[src/hw/rtl/cpose_pkg.sv]
// ----------------------------------------------------------------------------
// cpose_pkg
// Shared types, codes, widths, arctangent table and saturation helpers for the
// camera pose update unit.
// ----------------------------------------------------------------------------
package cpose_pkg;

    localparam int TRIG_ITERATIONS_DEF = 16;
    localparam int ATAN_DEPTH          = 24;
    localparam int ATAN_IDX_W          = 5;
    localparam int CW                  = 18;  // cordic x/y width
    localparam int ZW                  = 34;  // cordic angle accumulator width
    localparam int PW                  = 34;  // rounded product width
    localparam int SUMW                = 35;  // position update width

    localparam logic [1:0] CMD_INIT   = 2'd0;
    localparam logic [1:0] CMD_RAW    = 2'd1;
    localparam logic [1:0] CMD_MOVE   = 2'd2;
    localparam logic [1:0] CMD_ROTATE = 2'd3;

    localparam logic [2:0] DIR_FORWARD  = 3'd0;
    localparam logic [2:0] DIR_BACKWARD = 3'd1;
    localparam logic [2:0] DIR_LEFT     = 3'd2;
    localparam logic [2:0] DIR_RIGHT    = 3'd3;

    localparam logic [1:0] ST_OK       = 2'd0;
    localparam logic [1:0] ST_NOT_INIT = 2'd1;
    localparam logic [1:0] ST_BAD_DIR  = 2'd2;
    localparam logic [1:0] ST_SAT      = 2'd3;

    localparam logic signed [CW-1:0]   CORDIC_X0    = 18'sd19898;
    localparam logic [15:0]            QUARTER_TURN = 16'h4000;
    localparam logic signed [PW-1:0]   Q15_MAX      = 34'sd32767;
    localparam logic signed [PW-1:0]   Q15_MIN      = -34'sd32768;
    localparam logic signed [SUMW-1:0] POS_MAX      = 35'sd2147483647;
    localparam logic signed [SUMW-1:0] POS_MIN      = -35'sd2147483648;

    typedef struct packed {
        logic [1:0]         cmd;
        logic signed [31:0] vec_x;
        logic signed [31:0] vec_y;
        logic signed [31:0] vec_z;
        logic signed [31:0] speed;
        logic [2:0]         direction;
        logic [15:0]        pitch_in;
        logic [15:0]        yaw_in;
    } t_cmd_item;

    typedef struct packed {
        logic signed [31:0] pos_x;
        logic signed [31:0] pos_y;
        logic signed [31:0] pos_z;
        logic [15:0]        pitch_out;
        logic [15:0]        yaw_out;
        logic [1:0]         status;
    } t_pose;

    function automatic logic [29:0] atan_entry(input logic [ATAN_IDX_W-1:0] idx);
        logic [29:0] v;
        unique case (idx)
            5'd0:    v = 30'h20000000;
            5'd1:    v = 30'h12E4051E;
            5'd2:    v = 30'h09FB385B;
            5'd3:    v = 30'h051111D4;
            5'd4:    v = 30'h028B0D43;
            5'd5:    v = 30'h0145D7E1;
            5'd6:    v = 30'h00A2F61E;
            5'd7:    v = 30'h00517C55;
            5'd8:    v = 30'h0028BE53;
            5'd9:    v = 30'h00145F2F;
            5'd10:   v = 30'h000A2F98;
            5'd11:   v = 30'h000517CC;
            5'd12:   v = 30'h00028BE6;
            5'd13:   v = 30'h000145F3;
            5'd14:   v = 30'h0000A2FA;
            5'd15:   v = 30'h0000517D;
            5'd16:   v = 30'h000028BE;
            5'd17:   v = 30'h0000145F;
            5'd18:   v = 30'h00000A30;
            5'd19:   v = 30'h00000518;
            5'd20:   v = 30'h0000028C;
            5'd21:   v = 30'h00000146;
            5'd22:   v = 30'h000000A3;
            5'd23:   v = 30'h00000051;
            default: v = 30'h00000000;
        endcase
        return v;
    endfunction

    function automatic logic signed [15:0] sat16(input logic signed [PW-1:0] v);
        logic signed [15:0] r;
        if (v > Q15_MAX) begin
            r = 16'sh7FFF;
        end else if (v < Q15_MIN) begin
            r = -16'sh8000;
        end else begin
            r = v[15:0];
        end
        return r;
    endfunction

    function automatic logic signed [31:0] sat32(input logic signed [SUMW-1:0] v);
        logic signed [31:0] r;
        if (v > POS_MAX) begin
            r = 32'sh7FFFFFFF;
        end else if (v < POS_MIN) begin
            r = -32'sh80000000;
        end else begin
            r = v[31:0];
        end
        return r;
    endfunction

    function automatic logic hit32(input logic signed [SUMW-1:0] v);
        return (v > POS_MAX) || (v < POS_MIN);
    endfunction

endpackage

[src/hw/rtl/cpose_cordic.sv]
// ----------------------------------------------------------------------------
// cpose_cordic
// Iterative CORDIC in rotation mode: one micro-rotation per cycle, Q1.15
// sine and cosine of a 16-bit binary angle, saturated to 16 bits.
// ----------------------------------------------------------------------------
module cpose_cordic #(
    parameter int ITERATIONS = cpose_pkg::TRIG_ITERATIONS_DEF
) (
    input  logic               i_clk,
    input  logic               i_rst_n,
    input  logic               i_start,
    input  logic [15:0]        i_angle,
    output logic               o_done,
    output logic signed [15:0] o_cos,
    output logic signed [15:0] o_sin
);
    import cpose_pkg::*;

    localparam logic [ATAN_IDX_W-1:0] LAST_IDX = ATAN_IDX_W'(ITERATIONS - 1);

    logic                    r_busy;
    logic                    r_done;
    logic                    r_neg;
    logic [ATAN_IDX_W-1:0]   r_idx;
    logic signed [CW-1:0]    r_x, r_y;
    logic signed [ZW-1:0]    r_z;
    logic signed [15:0]      r_cos, r_sin;
    logic signed [CW-1:0]    n_x, n_y;
    logic signed [ZW-1:0]    n_z;
    logic signed [CW-1:0]    w_dx, w_dy, w_xf, w_yf;
    logic signed [ZW-1:0]    w_atan, w_z0;
    logic                    w_flip;
    logic                    w_last;

    // second and third quadrant: turn by a half turn, negate at the end
    assign w_flip = i_angle[15] ^ i_angle[14];
    assign w_z0   = ZW'($signed({i_angle[15] ^ w_flip, i_angle[14:0], 16'h0000}));
    assign w_atan = ZW'($signed({1'b0, atan_entry(r_idx)}));
    assign w_dx   = r_y >>> r_idx;
    assign w_dy   = r_x >>> r_idx;
    assign w_last = (r_idx == LAST_IDX);

    always_comb begin
        if (!r_z[ZW-1]) begin
            n_x = r_x - w_dx;
            n_y = r_y + w_dy;
            n_z = r_z - w_atan;
        end else begin
            n_x = r_x + w_dx;
            n_y = r_y - w_dy;
            n_z = r_z + w_atan;
        end
    end

    assign w_xf = r_neg ? -n_x : n_x;
    assign w_yf = r_neg ? -n_y : n_y;

    always_ff @(posedge i_clk) begin
        if (!i_rst_n) begin
            r_busy <= 1'b0;
            r_done <= 1'b0;
        end else begin
            r_done <= 1'b0;
            if (r_busy) begin
                if (w_last) begin
                    r_busy <= 1'b0;
                    r_done <= 1'b1;
                end
            end else if (i_start) begin
                r_busy <= 1'b1;
            end
        end
    end

    always_ff @(posedge i_clk) begin
        if (!r_busy && i_start) begin
            r_x   <= CORDIC_X0;
            r_y   <= '0;
            r_z   <= w_z0;
            r_neg <= w_flip;
            r_idx <= '0;
        end else if (r_busy) begin
            r_x   <= n_x;
            r_y   <= n_y;
            r_z   <= n_z;
            r_idx <= r_idx + 1'b1;
            if (w_last) begin
                r_cos <= sat16(PW'(w_xf));
                r_sin <= sat16(PW'(w_yf));
            end
        end
    end

    assign o_done = r_done;
    assign o_cos  = r_cos;
    assign o_sin  = r_sin;

endmodule

[src/hw/rtl/cpose_mul.sv]
// ----------------------------------------------------------------------------
// cpose_mul
// Shared signed 32x16 multiplier with Q15 rounding, one registered stage.
// ----------------------------------------------------------------------------
module cpose_mul (
    input  logic                           i_clk,
    input  logic signed [31:0]             i_a,
    input  logic signed [15:0]             i_b,
    output logic signed [cpose_pkg::PW-1:0] o_p
);
    import cpose_pkg::*;

    logic signed [47:0]   w_prod;
    logic signed [48:0]   w_rnd;
    logic signed [PW-1:0] r_p;

    assign w_prod = i_a * i_b;
    assign w_rnd  = 49'(w_prod) + 49'sd16384;

    always_ff @(posedge i_clk) begin
        r_p <= w_rnd[PW+14:15];
    end

    assign o_p = r_p;

endmodule

[src/hw/rtl/camera_pose_update_unit.sv]
// ----------------------------------------------------------------------------
// camera_pose_update_unit
// Euler-angle fly camera pose keeper: init, raw translate, directional move
// and rotate commands, one pose and status per transaction.
//
//   channel  direction  handshake                payload
//   in       to block   i_in_valid / o_in_stall  i_in  (t_cmd_item)
//   out      from block o_out_valid / i_out_stall o_out (t_pose)
//
// init, rotate and rejected commands: result loaded from the done state
// raw translate: position update state, then done
// left/right move: one cordic pass, then M2 to M5, update and done
// forward/backward move: two cordic passes, then M0 to M5, update and done
// i_in is stalled while a transaction is in work or its result waits to load
// synchronous active-low reset clears the pose to zero and not initialised
// ----------------------------------------------------------------------------
module camera_pose_update_unit #(
    parameter int TRIG_ITERATIONS = cpose_pkg::TRIG_ITERATIONS_DEF
) (
    input  logic                 i_clk,
    input  logic                 i_rst_n,
    input  logic                 i_in_valid,
    output logic                 o_in_stall,
    input  cpose_pkg::t_cmd_item i_in,
    output logic                 o_out_valid,
    input  logic                 i_out_stall,
    output cpose_pkg::t_pose     o_out
);
    import cpose_pkg::*;

    localparam logic [3:0] S_IDLE = 4'd0;
    localparam logic [3:0] S_C1   = 4'd1;
    localparam logic [3:0] S_C2   = 4'd2;
    localparam logic [3:0] S_M0   = 4'd3;
    localparam logic [3:0] S_M1   = 4'd4;
    localparam logic [3:0] S_M2   = 4'd5;
    localparam logic [3:0] S_M3   = 4'd6;
    localparam logic [3:0] S_M4   = 4'd7;
    localparam logic [3:0] S_M5   = 4'd8;
    localparam logic [3:0] S_UPD  = 4'd9;
    localparam logic [3:0] S_DONE = 4'd10;

    logic [3:0]           r_state, n_state;
    logic                 r_init;
    logic signed [31:0]   r_pos_x, r_pos_y, r_pos_z;
    logic [15:0]          r_pitch, r_yaw;
    logic [1:0]           r_status;
    logic signed [31:0]   r_speed;
    logic                 r_back, r_side;
    logic signed [15:0]   r_cp, r_nx, r_ny, r_nz;
    logic signed [PW-1:0] r_dx, r_dy, r_dz;
    t_pose                r_out;
    logic                 r_out_valid;

    logic                 w_accept;
    logic                 w_dir_ok;
    logic                 w_slot_free;
    logic                 w_cs;
    logic [15:0]          w_angle, w_first_angle;
    logic                 w_cdone;
    logic signed [15:0]   w_cos, w_sin;
    logic signed [31:0]   w_mul_a;
    logic signed [15:0]   w_mul_b;
    logic signed [PW-1:0] w_mul_p;
    logic signed [SUMW-1:0] w_sx, w_sy, w_sz;

    assign w_accept    = i_in_valid && (r_state == S_IDLE);
    assign w_dir_ok    = !i_in.direction[2];
    assign w_slot_free = !r_out_valid || !i_out_stall;

    always_comb begin
        priority if (i_in.direction == DIR_LEFT) begin
            w_first_angle = r_yaw - QUARTER_TURN;
        end else if (i_in.direction == DIR_RIGHT) begin
            w_first_angle = r_yaw + QUARTER_TURN;
        end else begin
            w_first_angle = r_pitch;
        end
    end

    assign w_cs = (w_accept && r_init && (i_in.cmd == CMD_MOVE) && w_dir_ok) ||
                  ((r_state == S_C1) && w_cdone && !r_side);
    assign w_angle = (r_state == S_IDLE) ? w_first_angle : r_yaw;

    cpose_cordic #(
        .ITERATIONS (TRIG_ITERATIONS)
    ) u_cordic (
        .i_clk   (i_clk),
        .i_rst_n (i_rst_n),
        .i_start (w_cs),
        .i_angle (w_angle),
        .o_done  (w_cdone),
        .o_cos   (w_cos),
        .o_sin   (w_sin)
    );

    always_comb begin
        w_mul_a = r_speed;
        w_mul_b = r_nz;
        unique case (r_state)
            S_M0: begin
                w_mul_a = 32'(r_cp);
                w_mul_b = w_sin;
            end
            S_M1: begin
                w_mul_a = 32'(r_cp);
                w_mul_b = w_cos;
            end
            S_M2:    w_mul_b = r_nx;
            S_M3:    w_mul_b = r_ny;
            default: w_mul_b = r_nz;
        endcase
    end

    cpose_mul u_mul (
        .i_clk (i_clk),
        .i_a   (w_mul_a),
        .i_b   (w_mul_b),
        .o_p   (w_mul_p)
    );

    always_comb begin
        n_state = r_state;
        unique case (r_state)
            S_IDLE: begin
                if (i_in_valid) begin
                    priority if ((i_in.cmd == CMD_INIT) || !r_init ||
                                 (i_in.cmd == CMD_ROTATE)) begin
                        n_state = S_DONE;
                    end else if (i_in.cmd == CMD_RAW) begin
                        n_state = S_UPD;
                    end else if (w_dir_ok) begin
                        n_state = S_C1;
                    end else begin
                        n_state = S_DONE;
                    end
                end
            end
            S_C1: begin
                if (w_cdone) begin
                    n_state = r_side ? S_M2 : S_C2;
                end
            end
            S_C2: begin
                if (w_cdone) begin
                    n_state = S_M0;
                end
            end
            S_M0:    n_state = S_M1;
            S_M1:    n_state = S_M2;
            S_M2:    n_state = S_M3;
            S_M3:    n_state = S_M4;
            S_M4:    n_state = S_M5;
            S_M5:    n_state = S_UPD;
            S_UPD:   n_state = S_DONE;
            S_DONE: begin
                if (w_slot_free) begin
                    n_state = S_IDLE;
                end
            end
            default: n_state = S_IDLE;
        endcase
    end

    assign w_sx = SUMW'(r_pos_x) + SUMW'(r_dx);
    assign w_sy = SUMW'(r_pos_y) + SUMW'(r_dy);
    assign w_sz = SUMW'(r_pos_z) + SUMW'(r_dz);

    // control and architectural pose state
    always_ff @(posedge i_clk) begin
        if (!i_rst_n) begin
            r_state     <= S_IDLE;
            r_init      <= 1'b0;
            r_pos_x     <= '0;
            r_pos_y     <= '0;
            r_pos_z     <= '0;
            r_pitch     <= '0;
            r_yaw       <= '0;
            r_status    <= ST_OK;
            r_out_valid <= 1'b0;
        end else begin
            r_state <= n_state;
            if (w_accept) begin
                priority if (i_in.cmd == CMD_INIT) begin
                    r_pos_x  <= i_in.vec_x;
                    r_pos_y  <= i_in.vec_y;
                    r_pos_z  <= i_in.vec_z;
                    r_pitch  <= i_in.pitch_in;
                    r_yaw    <= i_in.yaw_in;
                    r_init   <= 1'b1;
                    r_status <= ST_OK;
                end else if (!r_init) begin
                    r_status <= ST_NOT_INIT;
                end else if (i_in.cmd == CMD_ROTATE) begin
                    r_pitch  <= r_pitch + i_in.pitch_in;
                    r_yaw    <= r_yaw + i_in.yaw_in;
                    r_status <= ST_OK;
                end else if ((i_in.cmd == CMD_MOVE) && !w_dir_ok) begin
                    r_status <= ST_BAD_DIR;
                end else begin
                    r_status <= ST_OK;
                end
            end
            if (r_state == S_UPD) begin
                r_pos_x  <= sat32(w_sx);
                r_pos_y  <= sat32(w_sy);
                r_pos_z  <= sat32(w_sz);
                r_status <= (hit32(w_sx) || hit32(w_sy) || hit32(w_sz)) ? ST_SAT : ST_OK;
            end
            if ((r_state == S_DONE) && w_slot_free) begin
                r_out_valid <= 1'b1;
            end else if (!i_out_stall) begin
                r_out_valid <= 1'b0;
            end
        end
    end

    // transaction operands and intermediate vectors
    always_ff @(posedge i_clk) begin
        if (w_accept) begin
            r_speed <= i_in.speed;
            r_back  <= (i_in.direction == DIR_BACKWARD);
            r_side  <= (i_in.direction == DIR_LEFT) || (i_in.direction == DIR_RIGHT);
            r_dx    <= -PW'(i_in.vec_x);
            r_dy    <= -PW'(i_in.vec_y);
            r_dz    <= PW'(i_in.vec_z);
        end
        unique case (r_state)
            S_C1: begin
                if (w_cdone) begin
                    if (r_side) begin
                        r_nx <= w_sin;
                        r_ny <= '0;
                        r_nz <= w_cos;
                    end else begin
                        r_cp <= w_cos;
                        r_ny <= w_sin;
                    end
                end
            end
            S_M1: r_nx <= sat16(w_mul_p);
            S_M2: begin
                if (!r_side) begin
                    r_nz <= sat16(w_mul_p);
                end
            end
            S_M3: r_dx <= r_back ? -w_mul_p : w_mul_p;
            S_M4: r_dy <= r_back ? w_mul_p : -w_mul_p;
            S_M5: r_dz <= r_back ? -w_mul_p : w_mul_p;
            default: begin
            end
        endcase
        if ((r_state == S_DONE) && w_slot_free) begin
            r_out.pos_x     <= r_pos_x;
            r_out.pos_y     <= r_pos_y;
            r_out.pos_z     <= r_pos_z;
            r_out.pitch_out <= r_pitch;
            r_out.yaw_out   <= r_yaw;
            r_out.status    <= r_status;
        end
    end

    assign o_in_stall  = (r_state != S_IDLE);
    assign o_out_valid = r_out_valid;
    assign o_out       = r_out;

    assert property (@(posedge i_clk) disable iff (!i_rst_n)
        w_cdone |-> ((r_state == S_C1) || (r_state == S_C2)))
        else $error("cordic result outside a cordic wait state");

    assert property (@(posedge i_clk) disable iff (!i_rst_n)
        (w_accept && !r_init && (i_in.cmd != CMD_INIT)) |=> (r_status == ST_NOT_INIT))
        else $error("command before init not flagged");

    assert property (@(posedge i_clk) disable iff (!i_rst_n)
        !$fell(r_init))
        else $error("initialised flag dropped");

    assert property (@(posedge i_clk) disable iff (!i_rst_n)
        ($past(i_rst_n) && (r_pos_x != $past(r_pos_x))) |->
        (($past(r_state) == S_IDLE) || ($past(r_state) == S_UPD)))
        else $error("position changed outside accept or update");

    assert property (@(posedge i_clk) disable iff (!i_rst_n)
        $rose(r_out_valid) |-> ($past(r_state) == S_DONE))
        else $error("result loaded without a finished transaction");

endmodule

[config.mk]
export PLATFORM = sky130hd
export DESIGN_NAME = camera_pose_update_unit
export DESIGN_NICKNAME = d
export VERILOG_FILES = /design/src/hw/rtl/cpose_pkg.sv /design/src/hw/rtl/cpose_cordic.sv /design/src/hw/rtl/cpose_mul.sv /design/src/hw/rtl/camera_pose_update_unit.sv
export SDC_FILE = /design/constraint.sdc
export NUM_CORES = 2
export LEC_CHECK = 0
export BUFFER_PORTS_ARGS = -buffer_cell sky130_fd_sc_hd__buf_4
export CAP_MARGIN = 20
export CORE_MARGIN = 3
export CORE_UTILIZATION = 25
export DETAILED_ROUTE_END_ITERATION = 10
export HOLD_SLACK_MARGIN = 0.08
export PLACE_DENSITY = 0.5
export SYNTH_ARGS = -nofsm -noshare
export SYNTH_HDL_FRONTEND = slang
export SYNTH_HIERARCHICAL = 1
export SYNTH_SLANG_ARGS = --single-unit
[constraint.sdc]
create_clock -name i_clk -period 8.8 [get_ports i_clk]
set_input_delay 0.44 -clock i_clk [delete_from_list [all_inputs] [get_ports i_clk]]
set_output_delay 0.44 -clock i_clk [all_outputs]
set_load 0.02 [all_outputs]
**After elaboration in Yosys (flattened, before gate mapping)**

Memory sizes are Yosys's and may differ from the RTL's. A register that Yosys moved wholly into a read port is not among the register bits.
Cells that the tools add are included.

- Register bits after elaboration: 610
- Bits in read-only memories: 960
- Input port bits: 169
- Output and inout bits: 132
- Word-level logic and storage cells: 225
- Memories kept: 1

- $add $sub $neg: 20
- $mul: 1
- Magnitude comparators: 12
- Equal/unequal tests: 24
- Shift operators: 2
- Multiplexer cells: 76
- Bitwise logic cells: 4
- Reduce and logical (&&, ||, !) cells: 49

Memories:

| name | words | width | read ports | clocked after Yosys merged registers in | wr ports | line | text |
|---|---|---|---|---|---|---|---|
| (no name shown) | 32 | 30 | 1 | 1 | 0 | cpose_pkg.sv:60 | `unique case (idx)` |

Operator list:

| operator | count |
|---|---|
| 32-bit two-way mux | 16 |
| 34-bit two-way mux | 11 |
| 16-bit two-way mux | 18 |
| 32-bit by 34-bit adder with 35-bit output | 3 |
| 35-bit by 32-bit greater-than comparator with 1-bit output (second input constant) | 3 |
| 35-bit by 32-bit less-than comparator with 1-bit output (second input constant) | 3 |
| 18-bit two-way mux | 4 |
| 32-bit negation with 34-bit output | 2 |
| 16-bit case mux with 2 select lines | 2 |
| 16-bit case mux with 4 select lines | 1 |
| 48-bit by 16-bit adder with 49-bit output (second input constant) | 1 |
| 32-bit by 16-bit multiplier with 48-bit output | 1 |
| 4-bit case mux with 11 select lines | 1 |
| 18-bit adder | 2 |
| 18-bit by 16-bit greater-than comparator with 1-bit output (second input constant) | 2 |
| 18-bit by 16-bit less-than comparator with 1-bit output (second input constant) | 2 |
| 18-bit negation | 2 |
| 18-bit by 5-bit >>> shifter with 18-bit output | 2 |
| 18-bit subtractor | 2 |
| 34-bit by 31-bit adder with 34-bit output | 1 |
| 34-bit by 16-bit greater-than comparator with 1-bit output (second input constant) | 1 |
| 34-bit by 16-bit less-than comparator with 1-bit output (second input constant) | 1 |
| 34-bit negation | 1 |
| 34-bit by 31-bit subtractor with 34-bit output | 1 |
| other kinds (33) | 105 |

**Longest topological paths before layout**

- Word-level depth: 9
- Depth in mapped cells: 32

**Modules after synthesis**

The synthesis kept the hierarchy.

By module, submodules not included:

| module | times used | cells an instance | area an instance (um^2) | seq. area each (um^2) |
|---|---|---|---|---|
| camera_pose_update_unit | 1 | 2864 | 27871.7 | 12632.1 |
| cpose_mul | 1 | 2112 | 18824.3 | 680.7 |
| cpose_cordic | 1 | 1607 | 13026.2 | 3313.2 |

**Least setup slack after synthesis**

Ideal clock, no wire load.

- Path type: register -> register
- From: register r_state[1]
- To: register r_out, in the netlist o_out[0] (enable)
- Arrival time: 7.168 ns
- Required time: 8.137 ns
- Setup slack: 0.969 ns
- Cell stages (with the launch flop): 5
- Path buffers: 1
- Period minus slack after synthesis: 7.831 ns
- Cell sequence: dfxtp_1 > clkbuf_1 > nor2b_1 > nand2_1 > a21oi_1

- Word-level cells in the longest chain between the ends: 2

Ends and longest elaborated chain:

| element | line | text |
|---|---|---|
| start: declaration | camera_pose_update_unit.sv:43 | `logic [3:0] r_state, n_state;` |
| start signal: assignment | camera_pose_update_unit.sv:182 | `r_state <= n_state;` |
| 4-bit == test | camera_pose_update_unit.sv:253 | `if ((r_state == S_DONE) && w_slot_free) begin` |
| 1-bit logical AND | camera_pose_update_unit.sv:253 |  |
| end: declaration | camera_pose_update_unit.sv:52 | `t_pose r_out;` |

Every way passes these cells.
A chain may end at the register's enable or synchronous reset.

**Worst setup path after layout**

- From: register r_state[0]
- To: register u_mul.r_p[22] (netlist: u_mul/o_p[22])

- Word-level cells in the longest chain between the ends: 5
- Elaborated cells between the ends (all ways): 9

Ends and longest elaborated chain:

| element | line | text |
|---|---|---|
| 4-bit by 3-bit == test with 1-bit output / 4-bit by 2-bit == test with 1-bit output (equally long branches) | camera_pose_update_unit.sv:100 | `unique case (r_state)` |
| 2-bit OR reduction (no source line) * | -- |  |
| 32-bit two-way mux * | camera_pose_update_unit.sv:100 |  |
| named net w_mul_a[22] | camera_pose_update_unit.sv:62 | `logic signed [31:0] w_mul_a;` |
| 32-bit by 16-bit multiplier with 48-bit output * | cpose_mul.sv:17 | `assign w_prod = i_a * i_b;` |
| 48-bit by 16-bit adder with 49-bit output * | cpose_mul.sv:18 | `assign w_rnd = 49'(w_prod) + 49'sd16384;` |
| named net u_mul.w_rnd[37] | cpose_mul.sv:14 | `logic signed [48:0] w_rnd;` |
| end signal: assignment | cpose_mul.sv:21 | `r_p <= w_rnd[PW+14:15];` |
| end: declaration | cpose_mul.sv:15 | `logic signed [PW-1:0] r_p;` |

Mark *: on every way through the listed nets, which the timed path passes. The rest lies on a longest branch.

==> flow_summary.toml <==
[die]
core_area_um2 = 237000
start_util = 0.253
die_h_um = 495
die_x_um = 495
ioPinCount = 301
fp-row-count = 178
die-area_um2 = 245000

[sta]
setup-tns-final_ps = 0
slew_headroom = 0.279
max_freq_ghz = 0.121
hold_viol_final = 0
skew_ps = 98.9
rsz0062_at_grt = "false"
tightest_slew_ps = 1080
setup_violations = 0
period_share = 0.941
fin_crit_ps = 8280
drv_slew = 0

[layout]
drive_gt1_frac = 0.0989
ff_latch_area_um2 = 16600
fillers = 24900
nets = 7846
syn_to_final_growth_pct = 16.8
multiInputGateArea_um2 = 39300

[synthesis]
yosys_most_used_dff = "edfxtp_1"
synth_edf_count = 381
syn_nets = 7581
synth_cell_types = 115
synth_top_area_cell = "edfxtp_1"
synth_area_leaders = "edfxtp_1, fa_1, dfxtp_1"
syn_avg_cell_area_um2 = 9.07
synth_common_cells = "nand2_1, inv_1, fa_1"
synth_most_common_cell = "nand2_1"
netlist_area_um2 = 59700
ys_ff_latch = 640
synth-seq-area-share = 0.278
synthArstFlopShare = 0
yosysWarnings = 6
synth_cells = 6583
synth_top_area_share = 0.192

[placement]
hpwl_mm = 162
routabilityCongestion = 0.916
io_buffers = 300

[route]
drtPass1Iterations = 7
antenna_left = 0
viasPerCell = 4.95
wl_mm = 209
first_iter_violations = 3747
vias = 49900
drc_errors = 0
wl_per_cell_um = 20.7

[setup_path]
cp-end-kind = "flip-flop"
cp_max_fo = 32
crit_type = "flip-flop to flip-flop"
startpoint_type = "flip-flop"
cp.arrival_ps = 8850
required_ps = 9370

[grt]
grt_overflow = 0
grt_start_max_net_pins = 69
gr-usage-all-layers = 0.166
grt_pass1_vias = 49800
antenna_found_initial = 9
grt_pass1_wl_mm = 314

[clocking]
clk_latency_ps = 750
clk_pin_slew_ps = 60
cts-root-buf = "clkbuf_16"
cts_sinks = 640
cts_tree = "yes"
post_cts_buffers = 0
numCtsBuffers = 83
htreeDepth = 3
clock_path_buffers = 3

[worst_hold_path]
worstHoldPathType = "input port to flip-flop"

[status]
status = "completed"

[job]
cap_violations = 0
## metal layers
layer,vias to the layer above,part of all wire,global-route usage
met5,-,0,0
met4,0,0.038,0.0629
met3,283,0.056,0.0179
met2,1547,0.47,0.273
met1,24800,0.44,0.223
li1,23300,-,-
## layout make-up
class	count	share of cell area
multi-input cells	4927	0.563
flip-flops and latches	640	0.238
repair buffers	513	0.0609
well taps	3150	0.0565
inverters	683	0.0368
clock buffers	100	0.0333
clock inverters	55	0.0105
diodes	12	0.000430
## flip-flops by register name, indices dropped and copies added (netlist names), 18 cells and up
name / cells
r_pos_z: 32
u_cordic/r_y: 18
r_dy: 34
r_pos_x: 32
r_speed: 32
r_dz: 34
r_pos_y: 32
o_out: 130
u_cordic/r_z: 34
u_cordic/w_atan: 30
r_dx: 34
u_cordic/r_x: 18
u_mul/o_p: 34
## per-stage QoR
step / setup WS (ps) / hold WS (ps) / cells / area, um2 / utilization
final: 520 / 130 / 10100 / 69800 / 0.295
after detailed placement: 655 / 432 / 9776 / 65300 / 0.276
after CTS: 551 / 81.3 / 10100 / 69800 / 0.295
after global placement: 609 / 431 / 9774 / 65300 / 0.276
after floorplan: 969 / 409 / 6583 / 59700 / -
after global routing: 137 / 110 / 10100 / 69800 / 0.295
## worst paths after layout
kind / start / cells past startpoint / to / slack (ps)
setup / recovery: r_state[0]$_SDFFE_PN0P_ / 23 / u_mul/o_p[22]$_DFF_P_ / 520
hold / removal: i_in[147] / 3 / r_pos_x[16]$_SDFFE_PN0P_ / 130
setup reg to reg: r_state[0]$_SDFFE_PN0P_ / 23 / u_mul/o_p[22]$_DFF_P_ / 520
hold reg to reg: r_status[1]$_SDFFE_PN0P_ / 0 / o_out[1]$_DFFE_PP_ / 440
## placed cells by master, fill, tap and decap left out, types with 94 or more instances in the layout
cell type	n
ha_1	329
a21oi_1	440
edfxtp_1	381
nor3_1	112
xor2_1	167
fa_1	499
mux2i_1	94
xnor2_1	216
dlygate4sd3_1	137
nand3_1	97
nand2_1	768
dfxtp_1	256
buf_4	372
a21o_1	128
nor2_1	400
o21ai_0	322
inv_1	677
and2_1	232
## repair_timing
action	in CTS	in global routing
hold buffers	137	0
hold endpoints to repair	156	0
gates resized for setup	0	0
## kinds of logic (layout without fill, tap and decap cells)
group,count (synthesis),count (layout),synth area share
simple gates,2006,2006,0.160
fa+ha+maj,829,829,0.236
compound gates,1535,1535,0.166
buf+inv,1016,1351,0.0654
flops,640,640,0.278
mux,170,170,0.0361
xor+xnor,387,387,0.0574
other cells,0,12,0
## critical path, stage by stage (launching register included)
cell,delay [ps]
dfxtp_1,610
nand2_1,250
nor3_2,360
nor2_2,160
buf_4,300
a21o_1,510
and2_1,320
fa_1,530
inv_1,50
fa_1,460
fa_1,520
inv_1,70
fa_1,490
fa_1,490
inv_1,50
fa_1,500
inv_1,60
ha_1,400
a21o_1,230
a21o_1,170
a21oi_1,390
o21ai_0,430
or2_1,380
a311oi_1,340
Power is not shown: default switching activity piles up to over one toggle a cycle in this logic, so the estimate is an artifact.
